### src/design/dequ_pkg.sv
`default_nettype none

package dequ_pkg;

  localparam logic [2:0] KIND_PUSH_FRONT = 3'd0;
  localparam logic [2:0] KIND_PUSH_BACK  = 3'd1;
  localparam logic [2:0] KIND_POP_FRONT  = 3'd2;
  localparam logic [2:0] KIND_POP_BACK   = 3'd3;
  localparam logic [2:0] KIND_QUERY      = 3'd4;

  localparam logic [1:0] STATUS_OK    = 2'd0;
  localparam logic [1:0] STATUS_EMPTY = 2'd1;
  localparam logic [1:0] STATUS_FULL  = 2'd2;

  typedef enum logic [1:0] {
    ST_IDLE,
    ST_SCAN,
    ST_DRAIN,
    ST_PUT
  } state_t;

endpackage

`default_nettype wire

### src/design/double_ended_queue_unit.sv
// Bounded double-ended queue of signed values held in a ring memory.
// Input channel (in_valid / in_stall, kind and value): one operation per
// transfer: push front, push back, pop front, pop back or query.
// Output channel (out_valid / out_stall): one result per operation with
// front, back, count, min, max and status after the operation.
// Config: cfg_we writes cfg_data into the reversed bit, which swaps the
// ends seen as front and back; write it only while the block is idle.
// Sequence: after the input transfer the block scans (ST_SCAN), drains the
// read pipeline (ST_DRAIN) and loads the output register (ST_PUT); it goes
// straight to ST_PUT when the queue ends up empty. The min/max scan reads
// every stored entry through the single memory read port, one per cycle,
// and in_stall stays high until the block is back in ST_IDLE.
// The next item is taken while a finished result still waits in the
// output register; a stalled result holds until out_stall falls, and a
// completed scan then waits for the output register to free up.
// Reset (rst, synchronous) empties the queue and clears the reversed bit;
// memory contents are not cleared and are read only after being written.
`default_nettype none

module double_ended_queue_unit
  import dequ_pkg::*;
#(
  parameter int DEPTH      = 16,
  parameter int DATA_WIDTH = 32,
  localparam int AW = $clog2(DEPTH),
  localparam int CW = $clog2(DEPTH + 1)
) (
  input  wire logic               clk,
  input  wire logic               rst,
  input  wire logic               cfg_we,
  input  wire logic               cfg_data,
  input  wire logic               in_valid,
  output logic                    in_stall,
  input  wire logic        [2:0]  kind,
  input  wire logic signed [31:0] value,
  output logic                    out_valid,
  input  wire logic               out_stall,
  output logic signed [31:0]      front_value,
  output logic signed [31:0]      back_value,
  output logic        [CW-1:0]    count,
  output logic signed [31:0]      min_value,
  output logic signed [31:0]      max_value,
  output logic        [1:0]       status
);

  localparam logic [AW-1:0] LAST_SLOT = AW'(DEPTH - 1);
  localparam logic [CW-1:0] FULL_OCC  = CW'(DEPTH);

  state_t state, state_next;

  logic          reversed;
  logic [AW-1:0] first_slot, last_slot;
  logic [CW-1:0] occupancy;
  logic [1:0]    op_status;

  logic [AW-1:0] first_next, last_next;
  logic [CW-1:0] occupancy_next;
  logic [1:0]    op_status_next;

  logic                         in_xfer;
  logic                         load_out;
  logic                         wr_en;
  logic [AW-1:0]                wr_addr;
  logic signed [DATA_WIDTH-1:0] wr_data;

  logic signed [DATA_WIDTH-1:0] mem [DEPTH];
  logic signed [DATA_WIDTH-1:0] mem_q;
  logic [AW-1:0]                rd_addr;
  logic [CW-1:0]                issue_cnt;
  logic                         rd_vld, rd_first;

  logic signed [DATA_WIDTH-1:0] head_acc, tail_acc, min_acc, max_acc;

  function automatic logic [AW-1:0] slot_inc(input logic [AW-1:0] a);
    return (a == LAST_SLOT) ? '0 : a + 1'b1;
  endfunction

  function automatic logic [AW-1:0] slot_dec(input logic [AW-1:0] a);
    return (a == '0) ? LAST_SLOT : a - 1'b1;
  endfunction

  // operation decode and pointer update, applied at the input transfer
  always_comb begin
    logic is_push, is_pop, at_head;
    is_push = (kind == KIND_PUSH_FRONT) || (kind == KIND_PUSH_BACK);
    is_pop  = (kind == KIND_POP_FRONT) || (kind == KIND_POP_BACK);
    at_head = is_push ? ((kind == KIND_PUSH_FRONT) != reversed)
                      : ((kind == KIND_POP_FRONT) != reversed);
    first_next     = first_slot;
    last_next      = last_slot;
    occupancy_next = occupancy;
    op_status_next = STATUS_OK;
    wr_en          = 1'b0;
    wr_addr        = first_slot;
    wr_data        = DATA_WIDTH'(value);
    if (is_push) begin
      if (occupancy == FULL_OCC) begin
        op_status_next = STATUS_FULL;
      end else begin
        wr_en          = in_xfer;
        occupancy_next = occupancy + 1'b1;
        if (occupancy == '0) begin
          last_next = first_slot;
          wr_addr   = first_slot;
        end else if (at_head) begin
          first_next = slot_dec(first_slot);
          wr_addr    = first_next;
        end else begin
          last_next = slot_inc(last_slot);
          wr_addr   = last_next;
        end
      end
    end else if (is_pop) begin
      if (occupancy == '0) begin
        op_status_next = STATUS_EMPTY;
      end else begin
        occupancy_next = occupancy - 1'b1;
        if (occupancy == CW'(1)) begin
          last_next = first_slot;
        end else if (at_head) begin
          first_next = slot_inc(first_slot);
        end else begin
          last_next = slot_dec(last_slot);
        end
      end
    end else if (occupancy == '0) begin
      op_status_next = STATUS_EMPTY;
    end
  end

  always_ff @(posedge clk) begin
    if (rst) begin
      state <= ST_IDLE;
    end else begin
      state <= state_next;
    end
  end

  always_comb begin
    state_next = state;
    in_stall   = 1'b1;
    in_xfer    = 1'b0;
    load_out   = 1'b0;
    unique case (state)
      ST_IDLE: begin
        in_stall = 1'b0;
        in_xfer  = in_valid;
        if (in_valid) begin
          state_next = (occupancy_next == '0) ? ST_PUT : ST_SCAN;
        end
      end
      ST_SCAN: begin
        if (issue_cnt == occupancy - 1'b1) begin
          state_next = ST_DRAIN;
        end
      end
      ST_DRAIN: begin
        state_next = ST_PUT;
      end
      ST_PUT: begin
        if (!out_valid || !out_stall) begin
          load_out   = 1'b1;
          state_next = ST_IDLE;
        end
      end
      default: begin
        state_next = ST_IDLE;
      end
    endcase
  end

  always_ff @(posedge clk) begin
    if (rst) begin
      reversed   <= 1'b0;
      first_slot <= '0;
      last_slot  <= '0;
      occupancy  <= '0;
      rd_vld     <= 1'b0;
    end else begin
      if (cfg_we) begin
        reversed <= cfg_data;
      end
      if (in_xfer) begin
        first_slot <= first_next;
        last_slot  <= last_next;
        occupancy  <= occupancy_next;
      end
      rd_vld <= (state == ST_SCAN);
    end
  end

  // scan control: walk from the head end, one read per cycle
  always_ff @(posedge clk) begin
    if (in_xfer) begin
      op_status <= op_status_next;
      rd_addr   <= first_next;
      issue_cnt <= '0;
    end else if (state == ST_SCAN) begin
      rd_addr   <= slot_inc(rd_addr);
      issue_cnt <= issue_cnt + 1'b1;
    end
    rd_first <= (issue_cnt == '0);
  end

  // ring memory; the write lands at the transfer edge, reads start in the cycle after the transfer
  always_ff @(posedge clk) begin
    if (wr_en) begin
      mem[wr_addr] <= wr_data;
    end
    mem_q <= mem[rd_addr];
  end

  always_ff @(posedge clk) begin
    if (rd_vld) begin
      tail_acc <= mem_q;
      if (rd_first) begin
        head_acc <= mem_q;
        min_acc  <= mem_q;
        max_acc  <= mem_q;
      end else begin
        if (mem_q < min_acc) begin
          min_acc <= mem_q;
        end
        if (mem_q > max_acc) begin
          max_acc <= mem_q;
        end
      end
    end
  end

  always_ff @(posedge clk) begin
    if (rst) begin
      out_valid <= 1'b0;
    end else if (load_out) begin
      out_valid <= 1'b1;
    end else if (!out_stall) begin
      out_valid <= 1'b0;
    end
  end

  always_ff @(posedge clk) begin
    if (load_out) begin
      count  <= occupancy;
      status <= op_status;
      if (occupancy == '0) begin
        front_value <= '0;
        back_value  <= '0;
        min_value   <= '0;
        max_value   <= '0;
      end else begin
        front_value <= 32'(reversed ? tail_acc : head_acc);
        back_value  <= 32'(reversed ? head_acc : tail_acc);
        min_value   <= 32'(min_acc);
        max_value   <= 32'(max_acc);
      end
    end
  end

endmodule

`default_nettype wire

### config.mk
export PLATFORM = sky130hd
export DESIGN_NAME = double_ended_queue_unit
export DESIGN_NICKNAME = d
export VERILOG_FILES = /design/src/design/dequ_pkg.sv /design/src/design/double_ended_queue_unit.sv
export SDC_FILE = /design/constraint.sdc
export NUM_CORES = 1
export LEC_CHECK = 0
export BUFFER_PORTS_ARGS = -buffer_cell sky130_fd_sc_hd__buf_4
export CAP_MARGIN = 20
export CORE_MARGIN = 3
export CORE_UTILIZATION = 50
export DETAILED_ROUTE_END_ITERATION = 8
export PLACE_DENSITY = 0.67
export SKIP_CTS_REPAIR_TIMING = 1
export SLEW_MARGIN = 40
export SYNTH_ARGS = -nofsm -noshare
export SYNTH_HDL_FRONTEND = slang
export SYNTH_SLANG_ARGS = --single-unit
### constraint.sdc
create_clock -name clk -period 17.5 [get_ports clk]
set_input_delay 3.5 -clock clk [delete_from_list [all_inputs] [get_ports clk]]
set_output_delay 3.5 -clock clk [all_outputs]
set_load 0.03 [all_outputs]
==> results of run 1 <==
[flip-flops by register name (all words and copies together), names as in the netlist, 5 cells and up]
signal,count
front_value,32
occupancy,5
min_acc,32
mem_q,32
count,5
max_acc,32
issue_cnt,5
head_acc,32
max_value,32
back_value,32
min_value,32
tail_acc,32
mem,512
[cells by family after synthesis]
logic type      Yosys count  share of synthesized area, %
compound gates          299                          5.86
flops                   837                          73.6
mux                     264                          10.4
simple gates            344                          4.62
xor+xnor                 15                         0.394
fa+ha+maj                80                          3.00
buf+inv                 174                          2.10
[worst max path at each step]
stage | startpoint | to | slack, ps | depth (start not counted)
after floorplan | out_stall | back_value[0]$_SDFFCE_PP0P_ | 3410 | 1
after global placement | kind[2] | mem[2][29]$_DFFE_PP_ | 11030 | 7
after detailed placement | kind[2] | mem[11][23]$_DFFE_PP_ | 11150 | 8
after CTS | kind[2] | mem[11][28]$_DFFE_PP_ | 11810 | 8
after global routing | kind[2] | mem[1][21]$_DFFE_PP_ | 11620 | 7
final | kind[2] | mem[9][24]$_DFFE_PP_ | 11760 | 7
[where the power goes]
group	switching, mW	internal [mW]	total (mW)
sequential	0.141	2.47	2.61
clock	0.727	1.03	1.76
combinational	1.05	0.600	1.65
[final cells by class]
class / instances / area, µm²
sequential: 837 / 24600
clock buffer: 102 / 2190
antenna: 2 / 5.00
timing repair buffer: 216 / 1980
tap: 864 / 1080
multi-input combinational: 1002 / 8270
inverter: 82 / 308
fill: 4823 / 27100
clock inverter: 53 / 519
[through the flow]
| step | hold WS (ps) | utilization [%] | std cells | instance area, µm² |
|---|---|---|---|---|
| 3_3_place_gp | 426 | 54.1 | 2977 | 35700 |
| 5_1_grt | 437 | 59.0 | 3157 | 38900 |
| 3_5_place_dp | 414 | 54.9 | 3001 | 36200 |
| 6_report | 428 | 59.0 | 3158 | 38900 |
| 2_1_floorplan | 400 | - | 2013 | 33400 |
| 4_1_cts | 429 | 59.0 | 3156 | 38900 |
[routing by layer]
metal | GRT usage [%] | wire length [µm] | vias up
li1 | - | - | 8234
met1 | 29.9 | 31200 | 9062
met2 | 31.6 | 33000 | 665
met3 | 3.65 | 5290 | 65
met4 | 4.91 | 1080 | 0
met5 | 0 | 0 | -
[Yosys cell counts, types with 3 or more instances]
master / number / area share [%]
a211oi_1: 8 / 0.18
a21boi_0: 3 / 0.067
a21o_1: 8 / 0.18
a21oi_1: 77 / 1.2
a221o_1: 4 / 0.12
a221oi_1: 34 / 0.89
a22oi_1: 32 / 0.72
a31oi_1: 9 / 0.17
and2_1: 3 / 0.056
and3_1: 3 / 0.056
buf_1: 14 / 0.16
buf_2: 25 / 0.37
clkbuf_1: 51 / 0.57
dfxtp_1: 56 / 3.4
edfxtp_1: 781 / 70
ha_1: 80 / 3.0
inv_1: 81 / 0.91
mux2_2: 28 / 0.94
mux2i_1: 172 / 5.2
mux4_2: 64 / 4.3
nand2_1: 90 / 1.0
nand2b_1: 7 / 0.13
nand3_1: 11 / 0.16
nand4_1: 13 / 0.24
nor2_1: 171 / 1.9
nor2b_1: 8 / 0.15
nor3_1: 12 / 0.18
nor4_1: 4 / 0.075
o211ai_1: 4 / 0.090
o21a_1: 3 / 0.067
o21ai_0: 79 / 1.2
o21ai_1: 4 / 0.060
o31ai_1: 4 / 0.090
or3_1: 3 / 0.056
xnor2_1: 10 / 0.26
xor2_1: 5 / 0.13
==> out/qor.yml, run 1 <==
maxSlewHeadroom_pct: 42.9
grt_pass1_wl_um: 108000
power_density_nw_per_um2: 155
cts_sinks: 837
fmax_mhz: 174
ys_warn_count: 0
rows: 94
gr-total-overflow: 0
area_growth_pct: 16.6
layout_setup_ws_ps: 11760
cts-root-buf: "clkbuf_16"
dr.pass1.iters: 5
syn_area_per_cell_um2: 16.6
synth_cells: 2013
clock_latency_ps: 620
reg2reg_depth: 8
ir_drop_mv: 0.124
initial_core_util_pct: 50.6
via_count: 18000
htreeDepth: 3
r2r_start: "occupancy[0]$_SDFFE_PP0P_"
final_cell_mix: "edfxtp_1, buf_4, mux2i_1"
crit_family: "simple AND/OR/NAND/NOR gates"
drt-total-wl_um: 70600
criticalPathCategory: "in -> reg"
setup_violations: 0
timing.final.crit_period_ps: 5740
postSynthNetCount: 2134
rsz0062_at_grt: "no"
synth_cell_types: 78
nNetsFinal: 2343
viasPerCell: 5.71
r2r_end: "mem[9][24]$_DFFE_PP_"
power_leakage_nw: 13.6
hold_start: "op_status[1]$_SDFFCE_PP0P_"
gp_congestion: 0.834
power_mw: 6.02
antenna_found_initial: 3
die_w_um: 264
critPathArrivalTime_ps: 6050
skew_ps: 17.9
ys_async_sr_fraction_pct: 0
grt_pass1_vias: 18000
dr.first_iter.drc_count: 1961
finalCritPeriodShare_pct: 32.8
hold_path_depth: 0
ys_seq_area_share_pct: 73.6
cp_max_fo: 18
port_buffers: 177
clkTransAtPathRegs_ps: 60
die_area_um2: 69900
setup_tns_ps: 0
synth_edf_count: 781
holdPathEnd: "status[1]$_DFFE_PP_"
critical_path_buf_inv_count: 2
synth_area_um2: 33400
cts_buffers: 83
cp.required_ps: 17810
io_pins: 178
drcViolationCount: 0
clockBufferDepth: 3
grt_use_total_pct: 20.2
synth-main-ff-cell: "edfxtp_1"
cts_tree: "done"
dieHeight_um: 264
maxCapViolCount: 0
worstMarginPinSlew_ps: 844
final_common_cell: "edfxtp_1"
crit_path_start_kind: "input port"
grt_max_degree: 84
ant_nets: 0
detailedPlace.worstSlack_ps: 11150
core_region_area_um2: 66000
cp-end-kind: "flop"
worstPathCellList: "buf_4 -> nor2_1 -> o21ai_2 -> nor3_1 -> nand2_1 -> nor2_4 -> buf_8"
r2r_setup_slack_ps: 13790
cpPeakStageDelay_ps: 560
drt-wirelength-per-cell_um: 22.3
status: "completed"
slew_viol_final: 0
dp_hpwl_um: 46900
min_path_type: "reg -> reg"
finalHoldViolations: 0
ys_ff_latch: 837
drive_gt1_share_pct: 20.5
cp_slowest_cell: "nor2_1"
Note: power is estimated with default switching activity, not from simulation.
==> run 2: changes to the inputs <==
Settings changed: PLACE_DENSITY 0.67 to 0.7.
Clock period 17.5 ns to 4.7 ns, I/O delays scaled along.
==> run 2 against run 1 <==
Via count is 0.11% lower. Count of clock-buffer cells in the layout is 8 higher. Die area stayed put. Final area is 0.98% lower. Total power grew to 3.7 times the previous value. Sequential share of layout area is 0.63 points higher. Flip-flop and latch count stayed put. Non-clock buffer count is 6 higher.
==> out/qor.yml, run 2 (synthesis gave the netlist of run 1 again) <==
critPathArrivalTime_ps: 3660  # was 6050 ps
finalCritPeriodShare_pct: 72.5
dr.first_iter.drc_count: 2004  # was 1961
reg2reg_depth: 8  # unchanged
r2r_setup_slack_ps: 1290  # was 13790 ps
io_pins: 178  # unchanged
layout_setup_ws_ps: 1290  # was 11760 ps
drt-wirelength-per-cell_um: 21.8  # was 22.3 µm
clock_latency_ps: 630  # was 620 ps
grt_pass1_wl_um: 106000  # was 108000 µm
cp-end-kind: "flop"  # unchanged
regMostFlops: "mem"  # unchanged
fmax_mhz: 294
drive_gt1_share_pct: 20.3  # was 20.5%
clockBufferDepth: 3  # unchanged
cts_sinks: 837  # unchanged
largest_register_ffs: 512  # unchanged
port_buffers: 177  # unchanged
area_growth_pct: 15.5  # was 16.6%
gr-total-overflow: 0  # unchanged
detailedPlace.worstSlack_ps: 1070  # was 11150 ps
die_w_um: 264  # unchanged
criticalPathCategory: "reg -> reg"  # was in -> reg
via_count: 18000  # about the same
path_depth: 8  # was 7
die_area_um2: 69900  # unchanged
dieHeight_um: 264  # unchanged
setup_tns_ps: 0  # unchanged
crit_family: "simple AND/OR/NAND/NOR gates"  # unchanged
clkTransAtPathRegs_ps: 60  # about the same
cp_max_fo: 32  # was 18
min_path_type: "reg -> reg"  # unchanged
nNetsFinal: 2347  # was 2343
cts_tree: "done"  # unchanged
finalHoldViolations: 0  # unchanged
cpPeakStageDelay_ps: 560  # about the same
critical_path_buf_inv_count: 2  # unchanged
power_density_nw_per_um2: 573  # was 155 nW/µm²
power_leakage_nw: 13.5  # was 13.6 nW
final_cell_mix: "edfxtp_1, buf_4, mux2i_1"  # unchanged
status: "completed"  # unchanged
dp_hpwl_um: 44800  # was 46900 µm
cp.required_ps: 4950  # was 17810 ps
gp_congestion: 0.869  # was 0.834
hold_path_depth: 0  # unchanged
rows: 94  # unchanged
dr.pass1.iters: 5  # unchanged
setup_violations: 0  # unchanged
maxCapViolCount: 0  # unchanged
cts_buffers: 81  # was 83
htreeDepth: 3  # unchanged
worstPathCellList: "inv_1 -> ha_1 -> nor3b_2 -> o41ai_1 -> nor3_1 -> nand2b_1 -> nor2_4 -> buf_4"  # was buf_4 -> nor2_1 -> o21ai_2 -> nor3_1 -> nand2_1 -> nor2_4 -> buf_8
drcViolationCount: 0  # unchanged
timing.final.crit_period_ps: 3410
ant_nets: 0  # unchanged
drt-total-wl_um: 68900  # was 70600 µm
grt_max_degree: 89  # was 84
crit_path_start_kind: "flop"  # was input port
rsz0062_at_grt: "no"  # unchanged
ir_drop_mv: 0.387  # was 0.124 mV
skew_ps: 21.0  # was 17.9 ps
cp_slowest_cell: "nor3b_2"  # was nor2_1
maxSlewHeadroom_pct: 47.0  # was 42.9%
slew_viol_final: 0  # unchanged
antenna_found_initial: 1  # was 3
initial_core_util_pct: 50.6  # unchanged
worstMarginPinSlew_ps: 795  # was 844 ps
viasPerCell: 5.71  # about the same
cts-root-buf: "clkbuf_16"  # unchanged
final_common_cell: "edfxtp_1"  # unchanged
whs_ps: 417  # was 428 ps
grt_pass1_vias: 17800  # was 18000
grt_use_total_pct: 19.7  # was 20.2%
core_region_area_um2: 66000  # unchanged
run 2: cell types whose count changed in the layout (fill, tap and decap cells not counted), moves of 2 or more:
cell,before,now
bufinv_16,9,4
clkinv_1,21,19
buf_4,187,212
buf_8,12,3
buf_12,1,3
clkinv_2,14,8
inv_6,4,2
clkbuf_1,16,22
clkbuf_8,2,5
buf_16,12,1
run 2: path summary, 6_finish.rpt:
check                             start                   end
max           occupancy[0]$_SDFFE_PP0P_  mem[8][23]$_DFFE_PP_
min          op_status[0]$_SDFFCE_PN0P_   status[0]$_DFFE_PP_
max reg2reg   occupancy[0]$_SDFFE_PP0P_  mem[8][23]$_DFFE_PP_
min reg2reg  op_status[0]$_SDFFCE_PN0P_   status[0]$_DFFE_PP_
run 2: area by class of cell:
type,instances,area [µm²]
diodes,1,2.50
clock buffers,110,2230
clock inverters,37,314
fillers,4866,27400
inverters,82,308
multi-input cells,1002,8270
flip-flops and latches,837,24600
well taps,864,1080
repair buffers,222,1760
run 2: report_power, final:
part	leakage, nW	internal [mW]	switching, mW
combinational	4.71	2.29	3.87
sequential	7.54	9.18	0.557
clock	1.24	3.55	2.66
total	13.5	15.0	7.08
run 2: metal layers:
layer  track usage (%)  share of wire (%)  vias up
met2              30.0                 46      715
met1              29.0                 44     8968
li1                  -                  -     8224
met5                 0                  0        -
met4              6.25                2.4        0
met3              3.68                7.8      100
run 2: per-stage QoR:
| step | util, % | cell area, µm² | total power [mW] | instances |
|---|---|---|---|---|
| after floorplan | - | 33400 | 13.9 | 2013 |
| after global routing | 58.4 | 38500 | 23.2 | 3155 |
| final | 58.4 | 38500 | 22.1 | 3155 |
| after detailed placement | 54.5 | 36000 | 16.0 | 3007 |
| after CTS | 58.4 | 38500 | 22.2 | 3154 |
| after global placement | 54.4 | 35900 | 15.8 | 3003 |
==> run 3: changes to the inputs <==
Settings changed: PLACE_DENSITY 0.7 to 0.67.
Clock period 4.7 ns to 3.4 ns, I/O delays scaled along.
==> run 3 against run 2 <==
First-iteration DRC count fell by 8.6%. Via count rose by 0.23%. Clock power rose by 45%. Register-to-register slack got worse by 970 ps. Critical endpoint is now mem[11][20]$_DFFE_PP_. Largest power group unchanged.
==> out/qor.yml, run 3 (synthesis gave the netlist of run 1 again) <==
status: "completed"  # unchanged
drive_gt1_share_pct: 21.3  # was 20.3%
wl_met2_um: 33300  # was 31700 µm
final_cell_mix: "edfxtp_1, buf_4, mux2i_1"  # unchanged
dr.pass1.iters: 6  # was 5
power_leakage_nw: 13.7  # was 13.5 nW
port_buffers: 177  # unchanged
area_growth_pct: 16.9  # was 15.5%
grt_max_degree: 128  # was 89
final_util_pct: 59.1  # was 58.4%
top_layer: "met4"  # unchanged
clkTransAtPathRegs_ps: 70  # was 60 ps
cts_sinks: 837  # unchanged
htreeDepth: 3  # unchanged
largest_register_ffs: 512  # unchanged
core_region_area_um2: 66000  # unchanged
cp.required_ps: 3710  # was 4950 ps
timing.final.crit_period_ps: 3080  # was 3410 ps
fin_cells: 3177  # was 3155
finalHoldViolations: 0  # unchanged
rsz0062_at_grt: "no"  # unchanged
drcViolationCount: 0  # unchanged
grt_pass1_wl_um: 109000  # was 106000 µm
wl_met3_um: 5070  # was 5360 µm
dp_hpwl_um: 46800  # was 44800 µm
die_area_um2: 69900  # unchanged
dr.first_iter.drc_count: 1831  # was 2004
slew_viol_final: 0  # unchanged
drt-wirelength-per-cell_um: 22.3  # was 21.8 µm
antenna_found_initial: 2  # was 1
critPathArrivalTime_ps: 3390  # was 3660 ps
cts-root-buf: "clkbuf_16"  # unchanged
maxSlewHeadroom_pct: 42.8  # was 47.0%
setup_violations: 0  # unchanged
worstMarginPinSlew_ps: 858  # was 795 ps
ant_nets: 0  # unchanged
cts_tree: "done"  # unchanged
grt_pass1_vias: 18000  # was 17800
cts_buffers: 84  # was 81
min_path_type: "in -> reg"  # was reg -> reg
die_w_um: 264  # unchanged
skew_ps: 27.7  # was 21.0 ps
gp_congestion: 0.868  # was 0.869
place_area_um2: 36300  # was 36000 µm²
rows: 94  # unchanged
finalCritPeriodShare_pct: 90.6  # was 72.5%
gr-total-overflow: 0  # unchanged
grt_use_total_pct: 20.4  # was 19.7%
final_common_cell: "edfxtp_1"  # unchanged
initial_core_util_pct: 50.6  # unchanged
detailedPlace.worstSlack_ps: 187  # was 1070 ps
clock_latency_ps: 630  # about the same
crit_path_start_kind: "flop"  # unchanged
drt-total-wl_um: 70900  # was 68900 µm
viasPerCell: 5.68  # was 5.71
io_pins: 178  # unchanged
cp_max_fo: 32  # unchanged
clockBufferDepth: 3  # unchanged
wl_met1_um: 31000  # was 30200 µm
via_count: 18000  # about the same
criticalPathCategory: "reg -> reg"  # unchanged
setup_tns_ps: 0  # unchanged
cp-end-kind: "flop"  # unchanged
ir_drop_mv: 0.505  # was 0.387 mV
power_density_nw_per_um2: 799  # was 573 nW/µm²
maxCapViolCount: 0  # unchanged
dieHeight_um: 264  # unchanged
fmax_mhz: 325  # was 294 MHz
regMostFlops: "mem"  # unchanged
design_area_um2: 39000  # was 38500 µm²
layout_setup_ws_ps: 319  # was 1290 ps
nNetsFinal: 2364  # was 2347
dpl.cell_count: 3020  # was 3007
==> run 3: worst max-delay path, stage by stage (launching register included) <==
cell      delay [ps]
dfxtp_1          490
inv_1            180
ha_1             420
a21boi_0         170
o41ai_1          390
and3_1           290
nand2_1          310
nor2_4           230
buf_12           230
==> run 3: area by class of cell <==
type | instances | area, µm²
clock buffer | 104 | 2220
sequential | 837 | 24600
timing repair buffer | 236 | 2070
tap | 864 | 1080
antenna | 1 | 2.50
multi-input combinational | 1002 | 8260
fill | 4804 | 27000
inverter | 82 | 308
clock inverter | 51 | 503
==> run 3: final timing paths <==
path	end	slack, ps	startpoint	cells after the start
setup / recovery	mem[11][20]$_DFFE_PP_	320	first_slot[0]$_SDFFE_PP0P_	8
hold / removal	out_valid$_SDFFE_PP0P_	370	out_stall	3
setup reg to reg	mem[11][20]$_DFFE_PP_	320	first_slot[0]$_SDFFE_PP0P_	8
hold reg to reg	status[1]$_DFFE_PP_	420	op_status[1]$_SDFFCE_PP0P_	0
==> run 3: report_power, final <==
part	internal, mW	switching (mW)	leakage, nW	total [mW]
sequential	12.7	0.818	7.54	13.5
clock	5.20	3.79	1.33	9.00
combinational	3.24	5.41	4.82	8.65
==> run 3: per-stage QoR <==
step | total power, mW | hold slack, ps
detailed placement | 22.4 | 410
global placement | 22.1 | 412
CTS | 31.4 | 332
floorplan | 19.2 | 400
finish | 31.2 | 370
global route | 32.8 | 369
==> run 3: per-layer routing <==
| metal | up-vias | track usage (%) |
|---|---|---|
| met5 | - | 0 |
| met2 | 635 | 31.6 |
| li1 | 8265 | - |
| met4 | 0 | 5.53 |
| met1 | 9034 | 30.1 |
| met3 | 115 | 3.94 |
